**src/rtl/ipms_pkg.sv**
```systemverilog
`default_nettype none

package ipms_pkg;

  // Fixed frame and number formats
  localparam int SlotCount = 4;
  localparam int FracBits  = 8;
  localparam int ErrW      = 17;
  localparam int AccW      = 24;
  localparam int CmdW      = 16;
  localparam int SumW      = 39;

  // Configuration register indexes
  localparam logic [2:0] CfgGainP     = 3'd0;
  localparam logic [2:0] CfgGainI     = 3'd1;
  localparam logic [2:0] CfgGainD     = 3'd2;
  localparam logic [2:0] CfgLimitHigh = 3'd3;
  localparam logic [2:0] CfgLimitLow  = 3'd4;

  // Reset values of the configuration registers
  localparam logic [15:0]        GainPReset     = 16'd6400;
  localparam logic [15:0]        GainIReset     = 16'd2560;
  localparam logic [15:0]        GainDReset     = 16'd0;
  localparam logic signed [15:0] LimitHighReset = 16'sd8000;
  localparam logic signed [15:0] LimitLowReset  = -16'sd8000;

  typedef logic signed [ErrW-1:0] err_t;
  typedef logic signed [AccW-1:0] acc_t;
  typedef logic signed [CmdW-1:0] cmd_t;
  typedef logic [1:0]             chan_idx_t;

  typedef struct packed {
    logic [15:0]        gain_p;
    logic [15:0]        gain_i;
    logic [15:0]        gain_d;
    logic signed [15:0] limit_high;
    logic signed [15:0] limit_low;
  } cfg_t;

  typedef struct packed {
    err_t e1;
    err_t e2;
    acc_t acc;
  } chan_state_t;

  typedef struct packed {
    logic        valid;
    chan_idx_t   idx;
    chan_state_t state;
    cmd_t        cmd;
  } chan_update_t;

endpackage

`default_nettype wire

```
**src/rtl/ipms_core.sv**
```systemverilog
`default_nettype none

module ipms_core (
  input  ipms_pkg::cfg_t        cfg,
  input  logic signed [15:0]    measured_speed,
  input  logic signed [15:0]    target_speed,
  input  ipms_pkg::chan_state_t cur,
  output ipms_pkg::chan_state_t nxt,
  output ipms_pkg::cmd_t        cmd
);

  logic signed [16:0]                 e;
  logic signed [17:0]                 d1;
  logic signed [18:0]                 d2;
  logic signed [16:0]                 kp;
  logic signed [16:0]                 ki;
  logic signed [16:0]                 kd;
  logic signed [34:0]                 prod_p;
  logic signed [33:0]                 prod_i;
  logic signed [35:0]                 prod_d;
  logic signed [ipms_pkg::SumW-1:0]   acc_sum;
  logic signed [ipms_pkg::SumW-1:0]   hi;
  logic signed [ipms_pkg::SumW-1:0]   lo;
  ipms_pkg::acc_t                     acc_clamped;

  assign e  = {target_speed[15], target_speed} - {measured_speed[15], measured_speed};
  assign d1 = {e[16], e} - {cur.e1[16], cur.e1};
  // e - 2*e1 + e2
  assign d2 = {{2{e[16]}}, e} - {cur.e1[16], cur.e1, 1'b0} + {{2{cur.e2[16]}}, cur.e2};

  assign kp = $signed({1'b0, cfg.gain_p});
  assign ki = $signed({1'b0, cfg.gain_i});
  assign kd = $signed({1'b0, cfg.gain_d});

  assign prod_p = kp * d1;
  assign prod_i = ki * e;
  assign prod_d = kd * d2;

  assign acc_sum = ipms_pkg::SumW'(cur.acc) + ipms_pkg::SumW'(prod_p)
                 + ipms_pkg::SumW'(prod_i) + ipms_pkg::SumW'(prod_d);

  assign hi = ipms_pkg::SumW'($signed({cfg.limit_high, 8'h00}));
  assign lo = ipms_pkg::SumW'($signed({cfg.limit_low, 8'h00}));

  // Upper bound wins when the limits cross
  always_comb begin
    if (acc_sum > hi) begin
      acc_clamped = hi[ipms_pkg::AccW-1:0];
    end else if (acc_sum < lo) begin
      acc_clamped = lo[ipms_pkg::AccW-1:0];
    end else begin
      acc_clamped = acc_sum[ipms_pkg::AccW-1:0];
    end
  end

  assign nxt.e1  = e;
  assign nxt.e2  = cur.e1;
  assign nxt.acc = acc_clamped;
  assign cmd     = acc_clamped[ipms_pkg::AccW-1:ipms_pkg::FracBits];

endmodule

`default_nettype wire

```
**src/rtl/ipms_chan_state.sv**
```systemverilog
`default_nettype none

module ipms_chan_state #(
  parameter int CHAN_COUNT = 4
) (
  input  logic                   clk,
  input  logic                   rst,
  input  ipms_pkg::chan_idx_t    rd_idx,
  output ipms_pkg::chan_state_t  rd_state,
  input  ipms_pkg::chan_update_t upd,
  output ipms_pkg::cmd_t         slots [ipms_pkg::SlotCount]
);

  localparam int IdxW = (CHAN_COUNT > 1) ? $clog2(CHAN_COUNT) : 1;

  ipms_pkg::chan_state_t state [CHAN_COUNT];
  ipms_pkg::cmd_t        frame [CHAN_COUNT];

  assign rd_state = state[rd_idx[IdxW-1:0]];

  always_ff @(posedge clk) begin
    if (rst) begin
      for (int i = 0; i < CHAN_COUNT; i++) begin
        state[i] <= '0;
        frame[i] <= '0;
      end
    end else if (upd.valid) begin
      state[upd.idx[IdxW-1:0]] <= upd.state;
      frame[upd.idx[IdxW-1:0]] <= upd.cmd;
    end
  end

  // Slots with no channel behind them read as zero
  for (genvar j = 0; j < ipms_pkg::SlotCount; j++) begin : g_slot
    if (j < CHAN_COUNT) begin : g_live
      assign slots[j] = frame[j];
    end else begin : g_absent
      assign slots[j] = '0;
    end
  end

endmodule

`default_nettype wire

```
**src/rtl/incremental_pid_motor_speed.sv**
```systemverilog
// An accepted item waits in the input register, then moves to the result register once
// that is free. Throughput: one item per cycle unless a stalled result blocks; the per-channel
// error and accumulator update (three gain multiplies, sum and clamp) is combinational.
// Reset (rst, synchronous, active high): clears all channel state, the command
// frame and both valid flags, and restores the default gains and limits.
`default_nettype none

module incremental_pid_motor_speed #(
  parameter int MOTOR_COUNT = 4
) (
  input  logic               clk,
  input  logic               rst,
  // input channel
  input  logic               in_valid,
  output logic               in_stall,
  input  logic [1:0]         motor_index,
  input  logic signed [15:0] measured_speed,
  input  logic signed [15:0] target_speed,
  // result channel
  output logic               out_valid,
  input  logic               out_stall,
  output logic [1:0]         updated_motor,
  output logic signed [15:0] command_slot0,
  output logic signed [15:0] command_slot1,
  output logic signed [15:0] command_slot2,
  output logic signed [15:0] command_slot3,
  // configuration write channel
  input  logic               cfg_valid,
  output logic               cfg_ready,
  input  logic [2:0]         cfg_index,
  input  logic [15:0]        cfg_data
);

  // At most the four channels that the index can name ever hold state
  localparam int ChanCount = (MOTOR_COUNT < ipms_pkg::SlotCount) ?
                             MOTOR_COUNT : ipms_pkg::SlotCount;

  ipms_pkg::cfg_t        cfg;
  ipms_pkg::cfg_t        cfg_next;

  // Input register
  logic                  s0_valid;
  logic [1:0]            s0_motor;
  logic signed [15:0]    s0_meas;
  logic signed [15:0]    s0_targ;

  logic                  out_free;
  logic                  load;
  logic                  take;

  ipms_pkg::chan_state_t cur_state;
  ipms_pkg::chan_state_t nxt_state;
  ipms_pkg::cmd_t        nxt_cmd;
  ipms_pkg::chan_update_t upd;
  ipms_pkg::cmd_t        slots [ipms_pkg::SlotCount];

  // ---------------------------------------------------------------------------
  // Configuration: always ready; unknown indexes drop the write
  // ---------------------------------------------------------------------------
  assign cfg_ready = 1'b1;

  always_comb begin
    cfg_next = cfg;
    case (cfg_index)
      ipms_pkg::CfgGainP:     cfg_next.gain_p     = cfg_data;
      ipms_pkg::CfgGainI:     cfg_next.gain_i     = cfg_data;
      ipms_pkg::CfgGainD:     cfg_next.gain_d     = cfg_data;
      ipms_pkg::CfgLimitHigh: cfg_next.limit_high = $signed(cfg_data);
      ipms_pkg::CfgLimitLow:  cfg_next.limit_low  = $signed(cfg_data);
      default:                cfg_next            = cfg;
    endcase
  end

  always_ff @(posedge clk) begin
    if (rst) begin
      cfg.gain_p     <= ipms_pkg::GainPReset;
      cfg.gain_i     <= ipms_pkg::GainIReset;
      cfg.gain_d     <= ipms_pkg::GainDReset;
      cfg.limit_high <= ipms_pkg::LimitHighReset;
      cfg.limit_low  <= ipms_pkg::LimitLowReset;
    end else if (cfg_valid && cfg_ready) begin
      cfg <= cfg_next;
    end
  end

  // ---------------------------------------------------------------------------
  // Flow control. The result register frees up when it is empty or its item
  // is taken this cycle; the input register then hands its item over, and in
  // the same cycle can take a fresh one. Stall only when a held item has
  // nowhere to go.
  // ---------------------------------------------------------------------------
  assign out_free = !out_valid || !out_stall;
  assign load     = s0_valid && out_free;
  assign in_stall = s0_valid && !out_free;
  assign take     = in_valid && !in_stall;

  always_ff @(posedge clk) begin
    if (rst) begin
      s0_valid <= 1'b0;
    end else if (take) begin
      s0_valid <= 1'b1;
    end else if (load) begin
      s0_valid <= 1'b0;
    end
  end

  // Payload needs no reset; hold it while stalled
  always_ff @(posedge clk) begin
    if (take) begin
      s0_motor <= motor_index;
      s0_meas  <= measured_speed;
      s0_targ  <= target_speed;
    end
  end

  // ---------------------------------------------------------------------------
  // Per-channel state and the single-pass update. The state write and the
  // result load share one edge, so the next item in the input register
  // already sees the refreshed channel.
  // ---------------------------------------------------------------------------
  ipms_core u_core (
    .cfg            (cfg),
    .measured_speed (s0_meas),
    .target_speed   (s0_targ),
    .cur            (cur_state),
    .nxt            (nxt_state),
    .cmd            (nxt_cmd)
  );

  // Channels beyond the motor count leave every state untouched
  assign upd.valid = load && (int'(s0_motor) < ChanCount);
  assign upd.idx   = s0_motor;
  assign upd.state = nxt_state;
  assign upd.cmd   = nxt_cmd;

  ipms_chan_state #(
    .CHAN_COUNT (ChanCount)
  ) u_state (
    .clk      (clk),
    .rst      (rst),
    .rd_idx   (s0_motor),
    .rd_state (cur_state),
    .upd      (upd),
    .slots    (slots)
  );

  // ---------------------------------------------------------------------------
  // Result register. The command frame itself only changes on a load, so it
  // stays put while a result waits and serves directly as the slot payload.
  // ---------------------------------------------------------------------------
  always_ff @(posedge clk) begin
    if (rst) begin
      out_valid <= 1'b0;
    end else if (out_free) begin
      out_valid <= s0_valid;
    end
  end

  always_ff @(posedge clk) begin
    if (load) begin
      updated_motor <= s0_motor;
    end
  end

  assign command_slot0 = slots[0];
  assign command_slot1 = slots[1];
  assign command_slot2 = slots[2];
  assign command_slot3 = slots[3];

`ifndef SYNTH
  // A waiting result keeps its whole command frame
  a_frame_held: assert property (@(posedge clk) disable iff (rst)
    out_valid && out_stall |=> $stable(command_slot0) && $stable(command_slot1)
                               && $stable(command_slot2) && $stable(command_slot3))
    else $error("command frame changed while result stalled");

  // A held input item is not dropped while the result side is blocked
  a_input_kept: assert property (@(posedge clk) disable iff (rst)
    s0_valid && in_stall |=> s0_valid)
    else $error("input item lost while stalled");

  // A result only appears from an item held in the input register
  a_result_source: assert property (@(posedge clk) disable iff (rst)
    $rose(out_valid) |-> $past(s0_valid))
    else $error("result raised without an input item");
`endif

endmodule

`default_nettype wire

```
**config.mk**
```make
export PLATFORM = sky130hd
export DESIGN_NAME = incremental_pid_motor_speed
export DESIGN_NICKNAME = d
export VERILOG_FILES = /design/src/rtl/ipms_pkg.sv /design/src/rtl/ipms_core.sv /design/src/rtl/ipms_chan_state.sv /design/src/rtl/incremental_pid_motor_speed.sv
export SDC_FILE = /design/constraint.sdc
export NUM_CORES = 2
export LEC_CHECK = 0
export BUFFER_PORTS_ARGS = -buffer_cell sky130_fd_sc_hd__buf_2
export CORE_MARGIN = 4
export CORE_UTILIZATION = 25
export CTS_BUF_LIST = sky130_fd_sc_hd__clkbuf_8
export CTS_CLUSTER_DIAMETER = 100
export DETAILED_ROUTE_END_ITERATION = 10
export PLACE_DENSITY_LB_ADDON = 0.08
export SETUP_SLACK_MARGIN = 0.5
export SYNTH_ARGS = -nofsm -noshare
export SYNTH_HDL_FRONTEND = slang
export SYNTH_SLANG_ARGS = --single-unit
```
**constraint.sdc**
```tcl
create_clock -name clk -period 20.1 [get_ports clk]
set_input_delay 1.005 -clock clk [delete_from_list [all_inputs] [get_ports clk]]
set_output_delay 1.005 -clock clk [all_outputs]
set_load 0.02 [all_outputs]
```
After elaboration in Yosys (flattened, before gate mapping)

Memories as Yosys holds them, arrays and structs flattened. A register that Yosys moved wholly into a read port is not among the register bits.
Cells that the tools add are included.

Input bits: 58
Output and inout port bits: 69
RAM bits: 296
Register bits after elaboration: 118
Memories kept: 2
Latch bits: 0
Bits in read-only memories: 0

Memory list:

| memory        | depth | width | rd ports | clocked after memory_dff | write ports | RTL line              | text |
|---|---|---|---|---|---|---|---|
| u_state.state | 4     | 58    | 1        | 1                        | 4           | ipms_chan_state.sv:16 | `ipms_pkg::chan_state_t state [CHAN_COUNT];` |
| u_state.frame | 4     | 16    | 4        | 0                        | 4           | ipms_chan_state.sv:17 | `ipms_pkg::cmd_t frame [CHAN_COUNT];` |

Muxes and demuxes: 16
Magnitude comparators: 2
Div/mod/pow operators: 0
$add $sub $neg: 7
Reduce and logical (&&, ||, !) cells: 17
Shifts and indexed selects: 0
Eq/ne operators: 4
Bitwise logic cells: 0
Multiply operators: 3

Operator list:

| kind                 | count |
|---|---|
| $mux W58             | 1 |
| $reduce_or A58 Y1    | 1 |
| $mux W24             | 2 |
| $add A39 B36 Y39     | 1 |
| $gt A39 B24 Y1       | 1 |
| $lt A39 B24 Y1       | 1 |
| $add A36 B34 Y37     | 1 |
| $add A24 B35 Y36     | 1 |
| $mul A17 B19 Y36     | 1 |
| $mul A17 B18 Y35     | 1 |
| $mul A17 B17 Y34     | 1 |
| $add A19 B19 Y19     | 1 |
| $sub A17 B18 Y19     | 1 |
| $sub A17 B17 Y18     | 1 |
| $sub A16 B16 Y17     | 1 |
| $mux W16             | 1 |
| $reduce_or A16 Y1    | 1 |
| $reduce_and A2 Y1    | 5 |
| $mux W1              | 9 |
| $eq A3 B2 Y1 const B | 2 |
| $mux W2              | 3 |
| $logic_not A1 Y1     | 4 |
| $eq A3 B1 Y1 const B | 1 |
| $eq A3 B3 Y1 const B | 1 |
| 4 further kinds      | 6 |

Longest topological paths before layout

Depth in word-level cells: 10
Mapped depth: 77
Gate-level depth less buffers: 73

By module

A second synthesis with hierarchy kept.

Cell total of the unflattened synthesis: 5457
Area total of the unflattened synthesis: 56151.4 um2

Modules (own cells, without submodules):

| module                      | sequential area each (um2) | times used | area each (um2) | cells an instance |
|---|---|---|---|---|
| ipms_core                   | 0.0                        | 1          | 39374.0         | 4407 |
| ipms_chan_state             | 8888.5                     | 1          | 12415.7         | 705 |
| incremental_pid_motor_speed | 2722.6                     | 1          | 4361.7          | 345 |

Worst setup path after synthesis

OpenSTA, ideal clock, no wires.

Path type: register to register
From: register s0_targ[0]
To: memory u_state.frame[0][10] (netlist bit), data pin
Setup time: 0.272 ns
Clock period less this slack: 17.138 ns
Cell stages (with the launch flop): 71
Required time: 19.828 ns
Path slack: 2.962 ns
Path buffers: 3
Arrival time: 16.866 ns
Cell sequence: edfxtp_1 inv_1 ha_1 inv_1 fa_1 a21o_1 a21oi_1 nor2b_1 o21a_1 o21ai_0 o21bai_1 a21oi_1 xnor2_1 clkbuf_1 ha_1 o21a_1 nor2_1 or2_2 [35 not listed] a21oi_1 o21bai_1 a21o_1 a21o_1 a21o_1 a21oi_1 o31ai_1 xor2_1 ha_1 and3_1 nand3_1 or3_4 nor4b_4 a21oi_1 a21o_1 buf_6 a221oi_4 nor3_1

RTL lines:

| what                   | RTL line                           | text |
|---|---|---|
| start, declared        | incremental_pid_motor_speed.sv:45  | `logic signed [15:0] s0_targ;` |
| start signal, assigned | incremental_pid_motor_speed.sv:112 | `s0_targ <= target_speed;` |
| end, declared          | ipms_chan_state.sv:17              |  |

==> flow_summary.yaml <==
run_status:
  outcome: "completed"
timing:
  fmax_ghz: 0.05391
  period_share_pct: 92.28
  tns_ns: 0
  finalMaxSlewViolations: 0
  period_needed_ns: 18.55
  slew_headroom_pct: 22.27
  worst-slew-pin-transition_ns: 1.166
  rsz0062_at_grt: "no"
  setup_viol: 0
  fin_skew_ns: 0.05736
  hold_viol: 0
clocking:
  clock_sinks: 352
  clk_pin_slew_ns: 0.06
  cts_root_buf: "clkbuf_8"
  cts_made_buffers: 67
  cts_max_level: 3
  cts_tree: "yes"
  clkLatencyLatePin_ns: 0.71
  cts_hold_buffers: 0
  cts_buffer_depth: 3
yosys:
  synth_top_area_share_pct: 36.46
  syn-cell-area_um2: 55290
  synth_seq_cells: 352
  synth_most_common_cell: "inv_1"
  synth_nets: 7149
  synthCells: 5669
  yosysSeqAreaShare_pct: 17.60
  yosys-mux-area-fraction_pct: 2.736
  synth_edf_count: 268
  syn_area_per_cell_um2: 9.753
  synth_top_family_by_area: "adder cells"
  yosysTopAreaCell: "fa_1"
  synthSimpleGateAreaFrac_pct: 15.22
  synth_compound_area_share_pct: 6.019
  ys.warnings.count: 0
  synth_ff_type: "edfxtp_1"
  synthTopCellsByCount: "1,189 x inv_1, 1,007 x fa_1, 671 x nand2_1"
  synth-async-reset-ratio_pct: 0
  ys_types: 92
  synth.area.top_cells: "fa_1 36%, edfxtp_1 15%, ha_1 9.4%, inv_1 8.1%, and2_1 4.6%"
  yosys.area_share.xor_xnor_pct: 1.774
  synthAdderAreaFrac_pct: 45.85
die:
  core_area_um2: 219900
  initial_utilization_pct: 25.14
  row_count: 172
  fp.dieH_um: 478.3
  dieArea_um2: 228800
  die_x_um: 478.3
  io_pins: 127
job:
  drv_cap: 0
global_routing:
  grt_overflow: 0
  first_global_vias: 43071
  track_usage_pct: 17.84
  grt_max_degree: 81
  antenna_found_initial: 20
  grt_first_pass_wirelength_um: 301600
worst_setup_path:
  worstSetupEndpointType: "flip-flop"
  cpMostUsedCell: "fa_1"
  crit_required_ns: 20.51
  reg2reg_depth: 70
  r2r-end: "u_state.frame[0][13]"
  rr_startpoint: "s0_targ[0]"
  critPathKind: "reg -> reg"
  cp-start-kind: "flip-flop"
  slowest_delay_ns: 0.66
  cp_data_arrival_time_ns: 18.96
  critical_path.max_fanout: 25
  crit_path_start: "s0_targ[0]"
  slowest_stage: "fa_1"
  reg2reg_slack_ns: 1.55
finish:
  drive_gt1_share_pct: 8.863
  layoutNonFillerInstCount: 8704
  seqCellArea_um2: 9739
  n_fill_cell: 23614
  final_nets: 7177
  area_growth_pct: 9.993
  multi_input_area_um2: 39820
placement:
  place_inst: 8582
  io_buffers: 125
  dp_hpwl_um: 161600
  gp_congestion: 0.8236
route:
  wire_per_inst_um: 23.11
  num_vias: 38607
  drtIter0Drc: 2218
  via_per_inst: 4.436
  drtAntennaViolNets: 0
  drt_wl_total_um: 201100
  drc: 0
  drtPass1Iterations: 5
hold_path:
  holdPathStages: 2
  min_from: "cfg[56]"
  min_path_type: "reg -> reg"
  whs_endpoint: "cfg[56]"
flip-flops by register name, indices dropped and copies added, names as in the netlist, named ones only:
signal	flops
u_state.frame	30
s0_targ	16
s0_motor	2
updated_motor	2
u_state.state	202
s0_meas	16
cfg	80
s0_valid	1
out_valid	1
worst max-delay path by stage:
| stage | cells past startpoint | slack, ns | endpoint |
|---|---|---|---|
| final | 70 | 1.55 | u_state.frame[0][13] |
| after detailed placement | 69 | 1.08 | u_state.frame[0][9] |
| after CTS | 69 | 0.96 | u_state.frame[3][9] |
| after global placement | 69 | 1.04 | u_state.state[2][17] |
| after global routing | 67 | 0.53 | u_state.state[2][21] |
| after floorplan | 70 | 2.96 | u_state.frame[0][10] |
cell usage in the layout (no fill, tap or decap), types with 9 or more instances in the layout:
cell type  Yosys  layout
inv_1       1189    1210
fa_1        1007    1007
nand2_1      671     670
ha_1         415     414
and2_1       408     408
edfxtp_1     268     268
nor2_1       188     186
a21oi_1      181     181
buf_4         67     152
buf_2          7     125
nor3_1       105     104
nand3_1       92      91
nor2b_1       90      89
dfxtp_1       84      80
clkbuf_8       0      71
xnor2_1       71      62
a21o_1        58      58
mux4_2        58      58
o21ai_0       50      49
nand2b_1      49      45
xor2_1        41      37
and3_1        31      31
o21a_1        23      23
nand3b_1      21      21
a211oi_1      20      19
nand4_1       18      18
a31oi_1       16      16
a311oi_1      15      15
o21bai_1      16      15
mux2_2        12      12
or3_1         12      11
clkinv_1       1      11
o31ai_1       11      10
o21ai_1        9       9
cells by family after synthesis:
kind of cell,Yosys count
DFF,352
and+or+nand+nor,1714
buffers and inverters,1509
muxes,77
AOI/OAI and AO/OA,482
xor gates and xnor gates,112
other,1
adders and majority gates,1422
stage by stage:
| step | instance area, um2 | util (%) | setup slack [ns] | hold WS [ns] |
|---|---|---|---|---|
| 2_1_floorplan | 55290 | - | 2.962 | 0.4244 |
| 3_3_place_gp | 59430 | 27.02 | 1.042 | 0.4433 |
| 3_5_place_dp | 59430 | 27.02 | 1.081 | 0.4482 |
| 4_1_cts | 60730 | 27.61 | 0.9642 | 0.4168 |
| 5_1_grt | 60810 | 27.65 | 0.5255 | 0.4219 |
| 6_report | 60820 | 27.65 | 1.552 | 0.4547 |
cell type report:
class / instances / area share, %
clock buffer: 71 / 1.607
inverter: 1190 / 7.345
tap: 2958 / 6.086
clock inverter: 44 / 0.5349
timing repair buffer: 278 / 2.923
antenna: 3 / 0.01234
multi-input combinational: 3808 / 65.48
sequential: 352 / 16.01
what timing repair did:
action | in CTS | in global routing
buffers inserted | 0 | 4
resized for setup | 0 | 9
endpoints found under the setup margin | 0 | 93
routing by layer:
metal / vias up / global-route usage, % / share of wire, %
met3: 148 / 2.166 / 4.0
met5: - / 0 / 0
met4: 0 / 2.806 / 1.7
met2: 763 / 29.47 / 47
li1: 17566 / - / -
met1: 20130 / 25.43 / 47
critical path: cells and delay by family, from the launching register on:
kind | cells | cell delay, ns
adders and majority gates | 19 | 8.77
AOI/OAI and AO/OA | 21 | 4.96
and+or+nand+nor | 14 | 2.18
buffers and inverters | 14 | 1.39
xor gates and xnor gates | 2 | 0.57
DFF | 1 | 0.35
Power is not shown: default switching activity piles up to over one toggle a cycle in this logic, so the estimate is an artifact.
